$ cat src/sv/mcbp_pkg.sv
// Package for the multi-channel byte pipe FIFO.
// Holds the request and result field types and the operation and status codes.
// Depends on nothing.
package mcbp_pkg;

    typedef logic [1:0] t_func;
    typedef logic [1:0] t_pipe_id;
    typedef logic [7:0] t_byte;
    typedef logic [2:0] t_status;
    typedef logic [6:0] t_fill;
    typedef logic [6:0] t_capacity;

    localparam t_func FUNC_WRITE = 2'd0;
    localparam t_func FUNC_READ  = 2'd1;
    localparam t_func FUNC_END   = 2'd2;

    localparam t_status ST_OK       = 3'd0;
    localparam t_status ST_BAD_PIPE = 3'd1;
    localparam t_status ST_WR_CLOSED = 3'd2;
    localparam t_status ST_EOS      = 3'd3;
    localparam t_status ST_EMPTY    = 3'd4;
    localparam t_status ST_FULL     = 3'd5;

    localparam t_capacity CAPACITY_RESET = 7'd64;

endpackage

$ cat src/sv/mcbp_req_if.sv
// Request channel of the multi-channel byte pipe FIFO.
// Carries valid, ready and one request; depends on mcbp_pkg.
interface mcbp_req_if;
    import mcbp_pkg::*;

    logic     valid;
    logic     ready;
    t_func    func;
    t_pipe_id pipe_id;
    t_byte    write_byte;

    modport source (output valid, func, pipe_id, write_byte, input ready);
    modport sink   (input valid, func, pipe_id, write_byte, output ready);
endinterface

$ cat src/sv/mcbp_rsp_if.sv
// Result channel of the multi-channel byte pipe FIFO.
// Carries valid, ready and one result; depends on mcbp_pkg.
interface mcbp_rsp_if;
    import mcbp_pkg::*;

    logic    valid;
    logic    ready;
    t_status status;
    t_byte   read_byte;
    logic    reader_open;
    t_fill   fill_count;

    modport source (output valid, status, read_byte, reader_open, fill_count, input ready);
    modport sink   (input valid, status, read_byte, reader_open, fill_count, output ready);
endinterface

$ cat src/sv/mcbp_cfg_if.sv
// Configuration write channel of the multi-channel byte pipe FIFO.
// Carries valid, ready and the capacity value; depends on mcbp_pkg.
interface mcbp_cfg_if;
    import mcbp_pkg::*;

    logic      valid;
    logic      ready;
    t_capacity data;

    modport source (output valid, data, input ready);
    modport sink   (input valid, data, output ready);
endinterface

$ cat src/sv/multi_channel_byte_pipe_fifo.sv
// Top level of the multi-channel byte pipe FIFO: per-pipe pointers and flags
// in flip-flops, the byte slots of all pipes in one shared RAM.
// Depends on mcbp_pkg, the three channel interfaces and mcbp_ram.
//
// Use of the block:
// Each request on i_req names a pipe (1 to NUM_PIPES) and writes a byte, reads
// a byte or marks the end of writing. Every request gives exactly one result on
// o_rsp: a status, the byte read (zero unless a read succeeded), whether the
// pipe's read side is still open and how many bytes the pipe now holds.
// The capacity register is written through i_cfg, which is always ready; it is
// meant to be written only while no request is outstanding.
// Latency and throughput: a write, an end of writing, a refused request or a
// bad pipe id shows its result in the cycle after acceptance, and a new request
// may follow every cycle provided the receiver keeps taking results. A
// successful read first waits in a pending state on the registered read of the
// slot RAM, and i_req is blocked while it waits.
// The single output register holds a result until o_rsp.ready is seen; while
// it is full and not being taken, i_req.ready stays low.
// Reset (synchronous, active low) empties both pipes, opens both sides of each,
// sets the capacity to 64 and drops any pending result. The slot RAM is not
// cleared: slots are written before read unless the capacity was changed.
module multi_channel_byte_pipe_fifo #(
    parameter int NUM_PIPES = 2,
    parameter int DEPTH     = 64
) (
    input  logic        i_clk,
    input  logic        i_rst_n,
    mcbp_req_if.sink    i_req,
    mcbp_rsp_if.source  o_rsp,
    mcbp_cfg_if.sink    i_cfg
);
    import mcbp_pkg::*;

    // Widths of the pipe index, slot index, fill count and RAM address.
    localparam int PW   = (NUM_PIPES > 1) ? $clog2(NUM_PIPES) : 1;
    localparam int IW   = (DEPTH > 1) ? $clog2(DEPTH) : 1;
    localparam int CW   = $clog2(DEPTH + 1);
    localparam int CAPW = (CW > 7) ? CW : 7;
    localparam int AW   = $clog2(NUM_PIPES * DEPTH);

    // Per-pipe state.
    logic [IW-1:0] r_head  [NUM_PIPES];
    logic [IW-1:0] r_tail  [NUM_PIPES];
    logic [CW-1:0] r_count [NUM_PIPES];
    logic          r_wopen [NUM_PIPES];
    logic          r_ropen [NUM_PIPES];

    // Capacity register and result stage.
    t_capacity r_capacity;
    logic      r_out_valid;
    logic      r_rd_pend;
    logic      r_use_rd;
    t_status   r_status;
    logic      r_ropen_out;
    t_fill     r_fill;

    logic          accept;
    logic          bad_pipe;
    logic [PW+1:0] pid_m1;
    logic [PW-1:0] pidx;
    logic [CAPW-1:0] cap;
    logic [IW-1:0] cur_head;
    logic [IW-1:0] cur_tail;
    logic [CW-1:0] cur_count;
    logic          cur_wopen;
    logic          cur_ropen;
    logic [CAPW-1:0] head_inc;
    logic [CAPW-1:0] tail_inc;
    logic [IW-1:0] n_head;
    logic [IW-1:0] n_tail;
    logic [CW-1:0] n_count;
    logic          n_wopen;
    logic          n_ropen;
    t_status       n_status;
    logic          do_write;
    logic          do_read;
    logic [AW-1:0] ram_waddr;
    logic [AW-1:0] ram_raddr;
    t_byte         ram_rdata;

    // A new request waits while a read is in flight or an untaken result sits
    // in the output register.
    assign i_req.ready = !r_rd_pend && (!r_out_valid || o_rsp.ready);
    assign accept      = i_req.valid && i_req.ready;
    assign i_cfg.ready = 1'b1;

    // Capacity clamped to the range 1 to DEPTH.
    always_comb begin
        if (r_capacity == '0) begin
            cap = CAPW'(1);
        end else if (CAPW'(r_capacity) > CAPW'(DEPTH)) begin
            cap = CAPW'(DEPTH);
        end else begin
            cap = CAPW'(r_capacity);
        end
    end

    // Pipe numbers start at one; zero and anything above NUM_PIPES is refused.
    assign bad_pipe = (i_req.pipe_id == '0) || ((PW + 2)'(i_req.pipe_id) > (PW + 2)'(NUM_PIPES));
    assign pid_m1   = (PW + 2)'(i_req.pipe_id) - (PW + 2)'(1);
    assign pidx     = pid_m1[PW-1:0];

    assign cur_head  = r_head[pidx];
    assign cur_tail  = r_tail[pidx];
    assign cur_count = r_count[pidx];
    assign cur_wopen = r_wopen[pidx];
    assign cur_ropen = r_ropen[pidx];

    // Each index steps to the next slot and wraps to zero at the capacity.
    assign head_inc = CAPW'(cur_head) + CAPW'(1);
    assign tail_inc = CAPW'(cur_tail) + CAPW'(1);

    always_comb begin
        n_head   = cur_head;
        n_tail   = cur_tail;
        n_count  = cur_count;
        n_wopen  = cur_wopen;
        n_ropen  = cur_ropen;
        n_status = ST_OK;
        do_write = 1'b0;
        do_read  = 1'b0;
        unique case (i_req.func)
            FUNC_WRITE: begin
                if (!cur_wopen) begin
                    n_status = ST_WR_CLOSED;
                end else if (CAPW'(cur_count) >= cap) begin
                    n_status = ST_FULL;
                end else begin
                    do_write = 1'b1;
                    n_tail   = (tail_inc >= cap) ? '0 : tail_inc[IW-1:0];
                    n_count  = cur_count + CW'(1);
                end
            end
            FUNC_READ: begin
                if (cur_count == '0) begin
                    if (!cur_wopen) begin
                        n_ropen  = 1'b0;
                        n_status = ST_EOS;
                    end else begin
                        n_status = ST_EMPTY;
                    end
                end else begin
                    do_read = 1'b1;
                    n_head  = (head_inc >= cap) ? '0 : head_inc[IW-1:0];
                    n_count = cur_count - CW'(1);
                end
            end
            FUNC_END: begin
                if (cur_wopen) begin
                    n_wopen = 1'b0;
                end else begin
                    n_status = ST_WR_CLOSED;
                end
            end
            default: begin
                // The unused code changes nothing and reports the pipe.
            end
        endcase
    end

    // Slots of pipe p occupy addresses p*DEPTH up to p*DEPTH+DEPTH-1.
    assign ram_waddr = AW'(pidx) * AW'(DEPTH) + AW'(cur_tail);
    assign ram_raddr = AW'(pidx) * AW'(DEPTH) + AW'(cur_head);

    mcbp_ram #(
        .WIDTH (8),
        .DEPTH (NUM_PIPES * DEPTH)
    ) u_slot_ram (
        .i_clk   (i_clk),
        .i_we    (accept && !bad_pipe && do_write),
        .i_waddr (ram_waddr),
        .i_wdata (i_req.write_byte),
        .i_re    (accept && !bad_pipe && do_read),
        .i_raddr (ram_raddr),
        .o_rdata (ram_rdata)
    );

    // Per-pipe state update.
    always_ff @(posedge i_clk) begin
        if (!i_rst_n) begin
            for (int i = 0; i < NUM_PIPES; i++) begin
                r_head[i]  <= '0;
                r_tail[i]  <= '0;
                r_count[i] <= '0;
                r_wopen[i] <= 1'b1;
                r_ropen[i] <= 1'b1;
            end
        end else if (accept && !bad_pipe) begin
            r_head[pidx]  <= n_head;
            r_tail[pidx]  <= n_tail;
            r_count[pidx] <= n_count;
            r_wopen[pidx] <= n_wopen;
            r_ropen[pidx] <= n_ropen;
        end
    end

    // Capacity register.
    always_ff @(posedge i_clk) begin
        if (!i_rst_n) begin
            r_capacity <= CAPACITY_RESET;
        end else if (i_cfg.valid && i_cfg.ready) begin
            r_capacity <= i_cfg.data;
        end
    end

    // Result control: a successful read passes through a pending state for the RAM data.
    always_ff @(posedge i_clk) begin
        if (!i_rst_n) begin
            r_out_valid <= 1'b0;
            r_rd_pend   <= 1'b0;
        end else if (accept) begin
            r_rd_pend   <= !bad_pipe && do_read;
            r_out_valid <= bad_pipe || !do_read;
        end else if (r_rd_pend) begin
            r_rd_pend   <= 1'b0;
            r_out_valid <= 1'b1;
        end else if (o_rsp.ready) begin
            r_out_valid <= 1'b0;
        end
    end

    // Result payload, captured at acceptance.
    always_ff @(posedge i_clk) begin
        if (accept) begin
            if (bad_pipe) begin
                r_status    <= ST_BAD_PIPE;
                r_use_rd    <= 1'b0;
                r_ropen_out <= 1'b0;
                r_fill      <= '0;
            end else begin
                r_status    <= n_status;
                r_use_rd    <= do_read;
                r_ropen_out <= n_ropen;
                r_fill      <= t_fill'(n_count);
            end
        end
    end

    // The RAM read register holds its data until the next read, which cannot
    // be issued before this result has been taken.
    assign o_rsp.valid       = r_out_valid;
    assign o_rsp.status      = r_status;
    assign o_rsp.read_byte   = r_use_rd ? ram_rdata : '0;
    assign o_rsp.reader_open = r_ropen_out;
    assign o_rsp.fill_count  = r_fill;
endmodule

$ cat src/sv/mcbp_ram.sv
// Generic simple dual-port RAM with a registered read port.
// Depends on nothing.
module mcbp_ram #(
    parameter int WIDTH = 8,
    parameter int DEPTH = 128
) (
    input  logic                     i_clk,
    input  logic                     i_we,
    input  logic [$clog2(DEPTH)-1:0] i_waddr,
    input  logic [WIDTH-1:0]         i_wdata,
    input  logic                     i_re,
    input  logic [$clog2(DEPTH)-1:0] i_raddr,
    output logic [WIDTH-1:0]         o_rdata
);
    logic [WIDTH-1:0] r_mem [DEPTH];
    logic [WIDTH-1:0] r_rdata;

    always_ff @(posedge i_clk) begin
        if (i_we) begin
            r_mem[i_waddr] <= i_wdata;
        end
        if (i_re) begin
            r_rdata <= r_mem[i_raddr];
        end
    end

    assign o_rdata = r_rdata;
endmodule

$ cat src/flat_wrapper.sv
// flat-port wrapper written by rule: the top's interface ports become plain ports
module multi_channel_byte_pipe_fifo_flat import mcbp_pkg::*;
#(
    parameter int NUM_PIPES = 2,
    parameter int DEPTH     = 64
)
  (i_clk, i_rst_n, i_req_valid, i_req_func, i_req_pipe_id, i_req_write_byte, i_req_ready, o_rsp_valid, o_rsp_status, o_rsp_read_byte, o_rsp_reader_open, o_rsp_fill_count, o_rsp_ready, i_cfg_valid, i_cfg_data, i_cfg_ready);
  mcbp_req_if i_req_i ();
  mcbp_rsp_if o_rsp_i ();
  mcbp_cfg_if i_cfg_i ();
  input  logic i_clk;
  input  logic i_rst_n;
  input wire logic [$bits(i_req_i.valid)-1:0] i_req_valid;
  input wire logic [$bits(i_req_i.func)-1:0] i_req_func;
  input wire logic [$bits(i_req_i.pipe_id)-1:0] i_req_pipe_id;
  input wire logic [$bits(i_req_i.write_byte)-1:0] i_req_write_byte;
  output wire logic [$bits(i_req_i.ready)-1:0] i_req_ready;
  output wire logic [$bits(o_rsp_i.valid)-1:0] o_rsp_valid;
  output wire logic [$bits(o_rsp_i.status)-1:0] o_rsp_status;
  output wire logic [$bits(o_rsp_i.read_byte)-1:0] o_rsp_read_byte;
  output wire logic [$bits(o_rsp_i.reader_open)-1:0] o_rsp_reader_open;
  output wire logic [$bits(o_rsp_i.fill_count)-1:0] o_rsp_fill_count;
  input wire logic [$bits(o_rsp_i.ready)-1:0] o_rsp_ready;
  input wire logic [$bits(i_cfg_i.valid)-1:0] i_cfg_valid;
  input wire logic [$bits(i_cfg_i.data)-1:0] i_cfg_data;
  output wire logic [$bits(i_cfg_i.ready)-1:0] i_cfg_ready;
  assign i_req_i.valid = i_req_valid;
  assign i_req_i.func = i_req_func;
  assign i_req_i.pipe_id = i_req_pipe_id;
  assign i_req_i.write_byte = i_req_write_byte;
  assign i_req_ready = i_req_i.ready;
  assign o_rsp_valid = o_rsp_i.valid;
  assign o_rsp_status = o_rsp_i.status;
  assign o_rsp_read_byte = o_rsp_i.read_byte;
  assign o_rsp_reader_open = o_rsp_i.reader_open;
  assign o_rsp_fill_count = o_rsp_i.fill_count;
  assign o_rsp_i.ready = o_rsp_ready;
  assign i_cfg_i.valid = i_cfg_valid;
  assign i_cfg_i.data = i_cfg_data;
  assign i_cfg_ready = i_cfg_i.ready;
  multi_channel_byte_pipe_fifo #(.NUM_PIPES(NUM_PIPES), .DEPTH(DEPTH)) u_core (.i_clk(i_clk), .i_rst_n(i_rst_n), .i_req(i_req_i), .o_rsp(o_rsp_i), .i_cfg(i_cfg_i));
endmodule
$ cat config.mk
export PLATFORM = sky130hd
export DESIGN_NAME = multi_channel_byte_pipe_fifo_flat
export DESIGN_NICKNAME = d
export VERILOG_FILES = /design/src/sv/mcbp_pkg.sv /design/src/sv/mcbp_req_if.sv /design/src/sv/mcbp_rsp_if.sv /design/src/sv/mcbp_cfg_if.sv /design/src/sv/multi_channel_byte_pipe_fifo.sv /design/src/sv/mcbp_ram.sv /design/src/flat_wrapper.sv
export SDC_FILE = /design/constraint.sdc
export NUM_CORES = 2
export LEC_CHECK = 0
export BUFFER_PORTS_ARGS = -buffer_cell sky130_fd_sc_hd__buf_2
export CORE_MARGIN = 8
export CORE_UTILIZATION = 40
export CTS_CLUSTER_SIZE = 28
export DETAILED_ROUTE_END_ITERATION = 10
export PLACE_DENSITY_LB_ADDON = 0.12
export SYNTH_ARGS = -nofsm -noshare
export SYNTH_HDL_FRONTEND = slang
export SYNTH_HIERARCHICAL = 1
export SYNTH_SLANG_ARGS = --single-unit
$ cat constraint.sdc
create_clock -name i_clk -period 6.4 [get_ports i_clk]
set_input_delay 0.64 -clock i_clk [delete_from_list [all_inputs] [get_ports i_clk]]
set_output_delay 0.64 -clock i_clk [all_outputs]
set_load 0.01 [all_outputs]
==> metrics.txt <==
# TYPE chip_impl_metric gauge
chip_impl_metric{name="ctsHoldBuffers",unit=""} 0
chip_impl_metric{name="drtIter0Drc",unit=""} 2071
chip_impl_metric{name="report.final.hold_viol_count",unit=""} 0
chip_impl_metric{name="groute.layer.met2.usage",unit="%"} 28.6
chip_impl_metric{name="crit_required",unit="ns"} 6.71
chip_impl_metric{name="vias_per_cell",unit=""} 5.66
chip_impl_info{name="synth_top_family_by_area",value="multiplexers"} 1
chip_impl_info{name="timing_worst_setup_path_type",value="input port to register"} 1
chip_impl_metric{name="synth-xor-area-share",unit="%"} 0.220
chip_impl_metric{name="synthesis.yosys.warnings",unit=""} 6
chip_impl_info{name="hold_end",value="u_core/r_capacity[6]$_SDFFE_PN1P_"} 1
chip_impl_info{name="critical_path.endpoint_type",value="register"} 1
chip_impl_metric{name="grt_pass1_wl",unit="um"} 157000
chip_impl_metric{name="initial_antenna_violation_count",unit=""} 7
chip_impl_metric{name="mappedNetlistNets",unit=""} 2088
chip_impl_metric{name="synth-adder-area-share",unit="%"} 0.714
chip_impl_metric{name="grt_overflow",unit=""} 0
chip_impl_metric{name="clk_transition_reported_paths",unit="ns"} 0.05
chip_impl_metric{name="synth.mux.area_fraction",unit="%"} 18.2
chip_impl_metric{name="io_buffer_count",unit=""} 44
chip_impl_metric{name="final_weighted_congestion_of_routability_driven_global_placement",unit=""} 0.847
chip_impl_metric{name="dp_worst_setup_slack",unit="ns"} 1.04
chip_impl_metric{name="finalSetupTns",unit="ns"} 0
chip_impl_metric{name="dp_hpwl",unit="um"} 66300
chip_impl_info{name="min_delay_startpoint",value="i_cfg_data[6]"} 1
chip_impl_metric{name="crit_arrival",unit="ns"} 4.99
chip_impl_metric{name="post_route_cells_drive_above_1_share",unit="%"} 28.6
chip_impl_metric{name="worst_ir_drop_vdd",unit="mV"} 0.180
chip_impl_metric{name="floorplan.io_pins",unit=""} 46
chip_impl_metric{name="ys_ff_latch",unit=""} 1095
chip_impl_metric{name="floorplan.core_area",unit="sq um"} 109000
chip_impl_metric{name="final-max-slew-violation-count",unit=""} 0
chip_impl_metric{name="worstMarginPinSlew",unit="ns"} 1.32
chip_impl_metric{name="htreeDepth",unit=""} 3
chip_impl_metric{name="slew_headroom",unit="%"} 11.7
chip_impl_metric{name="design.final.nets",unit=""} 2238
chip_impl_metric{name="numClockSinks",unit=""} 1095
chip_impl_metric{name="initial_standard_cell_utilization_of_the_core",unit="%"} 40.3
chip_impl_metric{name="drv.max_cap_violation_count",unit=""} 0
chip_impl_metric{name="global_route.usage.met1",unit="%"} 24.9
chip_impl_info{name="rsz0062_at_grt",value="no"} 1
chip_impl_metric{name="ff2ff_path_depth",unit=""} 14
chip_impl_info{name="cts_tree",value="built"} 1
chip_impl_metric{name="max-clock-path-buffers",unit=""} 3
chip_impl_info{name="regToRegEndpoint",value="u_core/u_slot_ram/r_mem[92][0]$_DFFE_PP_"} 1
chip_impl_metric{name="grt_max_degree",unit=""} 110
chip_impl_metric{name="finalSetupViolCount",unit=""} 0
chip_impl_info{name="startpoint_of_the_worst_slack_reg_to_reg_timing_path",value="u_core/r_capacity[4]$_SDFFE_PN0P_"} 1
chip_impl_metric{name="synth.lib_cells_used.distinct",unit=""} 60
chip_impl_metric{name="floorplan.die.height",unit="um"} 347
chip_impl_metric{name="placed_area",unit="sq um"} 46100
chip_impl_metric{name="dr_total_vias",unit=""} 20900
chip_impl_metric{name="crit_fanout",unit=""} 25
chip_impl_metric{name="dieArea",unit="sq um"} 120000
chip_impl_metric{name="grt.total_usage",unit="%"} 17.7
chip_impl_metric{name="seq_area_frac_synth",unit="%"} 74.9
chip_impl_metric{name="wl_per_cell",unit="um"} 29.1
chip_impl_metric{name="post-cts-setup-buffer-count",unit=""} 0
chip_impl_metric{name="clk_latency",unit="ns"} 0.68
chip_impl_info{name="clock-root-buffer",value="sky130_fd_sc_hd__clkbuf_16"} 1
chip_impl_metric{name="num_rows",unit=""} 121
chip_impl_metric{name="power.density",unit="nW/um^2"} 305
chip_impl_metric{name="power.static_leakage",unit="nW"} 15.3
chip_impl_metric{name="finalWorstPathRequiredPeriod",unit="ns"} 4.68
chip_impl_metric{name="detail-route-antenna-nets",unit=""} 0
chip_impl_metric{name="detail_route.drc_violations",unit=""} 0
chip_impl_metric{name="dieWidth",unit="um"} 347
chip_impl_info{name="hold_class",value="input port to register"} 1
chip_impl_metric{name="synth-compound-area-share",unit="%"} 1.26
chip_impl_metric{name="fin_crit_sh",unit="%"} 73.2
chip_impl_metric{name="postSynthCellCount",unit=""} 2039
chip_impl_metric{name="first_pass_iters",unit=""} 6
chip_impl_metric{name="area_growth_from_synthesis_to_layout",unit="%"} 13.2
chip_impl_info{name="ys_dominant_reg_cell",value="sky130_fd_sc_hd__edfxtp_1"} 1
chip_impl_metric{name="layoutNonFillerInstCount",unit=""} 3692
chip_impl_metric{name="placedCellCount",unit=""} 3486
chip_impl_metric{name="cts_buffers",unit=""} 115
chip_impl_metric{name="drt-total-wl",unit="um"} 108000
chip_impl_metric{name="n_antenna_cell",unit=""} 0
chip_impl_metric{name="cts_repair_resize_count",unit=""} 0
chip_impl_metric{name="timing.fmax",unit="MHz"} 214
chip_impl_info{name="grt.busiest_layer",value="met2"} 1
chip_impl_metric{name="synth-edff-count",unit=""} 1086
chip_impl_metric{name="setup_ws",unit="ns"} 1.72
chip_impl_metric{name="async_reset_ff_share",unit="%"} 0
chip_impl_info{name="status",value="finished clean"} 1
chip_impl_metric{name="post_synth_and_or_nand_nor_area_fraction",unit="%"} 3.44
chip_impl_metric{name="internal_reg_to_reg_setup_slack",unit="ns"} 1.74
chip_impl_info{name="worst_setup_path_start_kind",value="input port"} 1
chip_impl_metric{name="post_synth_instance_area",unit="sq um"} 43800
chip_impl_info{name="most-common-layout-cells",value="sky130_fd_sc_hd__edfxtp_1, sky130_fd_sc_hd__mux4_2, sky130_fd_sc_hd__nor2_1, sky130_fd_sc_hd__clkbuf_16, sky130_fd_sc_hd__buf_4"} 1
chip_impl_info{name="most_common_cell_after_layout_fill_and_taps_aside",value="sky130_fd_sc_hd__edfxtp_1"} 1
chip_impl_metric{name="synth_area_per_cell",unit="sq um"} 21.5
chip_impl_metric{name="design_area",unit="sq um"} 49600
chip_impl_metric{name="fin_skew",unit="ns"} 0.0225
chip_impl_metric{name="hold_path_depth",unit=""} 3
chip_impl_metric{name="first_global_vias",unit=""} 21700
chip_impl_metric{name="grt_use_met3",unit="%"} 3.59
-- Yosys cell counts, drive strengths merged, types with 3 or more instances --
| master | number | share of area [%] |
|---|---|---|
| a31oi | 9 | 0.14 |
| a21oi | 24 | 0.27 |
| xnor2 | 8 | 0.16 |
| and3 | 7 | 0.11 |
| ha | 25 | 0.71 |
| o31ai | 5 | 0.086 |
| nand2 | 36 | 0.31 |
| inv | 20 | 0.17 |
| mux2 | 16 | 0.42 |
| nand4 | 8 | 0.11 |
| dfxtp | 9 | 0.41 |
| nor4 | 5 | 0.071 |
| edfxtp | 1086 | 74 |
| and2 | 13 | 0.19 |
| buf | 53 | 0.68 |
| nor2b | 16 | 0.23 |
| nand3 | 25 | 0.29 |
| nor4b | 3 | 0.074 |
| mux2i | 20 | 0.48 |
| nand2b | 7 | 0.10 |
| mux4 | 336 | 17 |
| or3 | 3 | 0.043 |
| nor2 | 174 | 1.5 |
| o21ai | 12 | 0.14 |
| o22ai | 3 | 0.043 |
| xor2 | 3 | 0.060 |
| clkbuf | 53 | 0.45 |
| a211oi | 5 | 0.097 |
| a22oi | 6 | 0.10 |
| nor3 | 20 | 0.28 |
| a21o | 4 | 0.069 |
-- logic make-up (layout without fill, tap and decap cells) --
group | count (synthesis) | in the layout
AO/OA/AOI/OAI | 83 | 83
XOR/XNOR | 11 | 11
adder cells (fa/ha/maj) | 25 | 25
buffers and inverters | 127 | 366
flip-flops | 1095 | 1095
multiplexers | 372 | 372
other | 1 | 1
AND/OR/NAND/NOR | 325 | 325
-- per-stage QoR --
stage	util [%]	hold WS (ns)	total power, W
6_report	45.6	0.214	0.0151
4_1_cts	45.6	0.163	0.0153
3_5_place_dp	42.4	0.539	0.00913
5_1_grt	45.6	0.187	0.0156
3_3_place_gp	42.4	0.529	0.00912
2_1_floorplan	-	0.483	0.00870
-- how the worst max path moves through the flow --
stage / from / end
2_1_floorplan: i_req_pipe_id[0] / u_core/u_slot_ram/r_mem[110][0]$_DFFE_PP_
3_3_place_gp: i_req_pipe_id[0] / u_core/u_slot_ram/r_mem[92][7]$_DFFE_PP_
3_5_place_dp: i_req_pipe_id[0] / u_core/u_slot_ram/r_mem[92][4]$_DFFE_PP_
4_1_cts: u_core/r_capacity[4]$_SDFFE_PN0P_ / u_core/u_slot_ram/r_mem[92][0]$_DFFE_PP_
5_1_grt: u_core/r_capacity[4]$_SDFFE_PN0P_ / u_core/u_slot_ram/r_mem[92][0]$_DFFE_PP_
6_report: i_req_pipe_id[0] / u_core/u_slot_ram/r_mem[92][0]$_DFFE_PP_
-- cell type report --
| type | instances | area [sq um] |
|---|---|---|
| flip-flops and latches | 1095 | 32800 |
| clock inverters | 60 | 365 |
| clock buffers | 146 | 3080 |
| inverters | 21 | 96.3 |
| multi-input cells | 817 | 10400 |
| well taps | 1414 | 1770 |
| fillers | 9087 | 59100 |
| repair buffers | 139 | 1030 |
-- power by group --
group	switching, W	internal, W
combinational	0.000613	0.000413
clock	0.00264	0.00352
sequential	0.0000140	0.00792
-- worst max-delay path, stage by stage --
cell,delay (ns)
sky130_fd_sc_hd__buf_2,0.46
sky130_fd_sc_hd__buf_4,0.37
sky130_fd_sc_hd__mux2_2,0.41
sky130_fd_sc_hd__ha_1,0.30
sky130_fd_sc_hd__and4_1,0.20
sky130_fd_sc_hd__o21ai_0,0.11
sky130_fd_sc_hd__o21a_1,0.25
sky130_fd_sc_hd__nand3_1,0.29
sky130_fd_sc_hd__nor3_1,0.34
sky130_fd_sc_hd__buf_4,0.24
sky130_fd_sc_hd__nor2b_1,0.28
sky130_fd_sc_hd__nand2_1,0.14
sky130_fd_sc_hd__buf_4,0.27
sky130_fd_sc_hd__nor2_1,0.67
-- flip-flops by register name, indices dropped and copies added (netlist names), 3 cells and up --
name and count:
u_core/r_capacity 7, u_core/o_rsp.fill_count 7, u_core/r_count 14, u_core/r_tail 12, u_core/u_slot_ram/o_rdata 8, u_core/o_rsp.status 3
u_core/r_head 12, u_core/u_slot_ram/r_mem 1024
-- routing by layer --
layer / vias up / wire (um)
li1: 8844 / -
met1: 11300 / 47700
met2: 629 / 51600
met3: 132 / 5990
met4: 0 / 2320
met5: - / 0
Note: power is estimated with default switching activity, not from simulation.
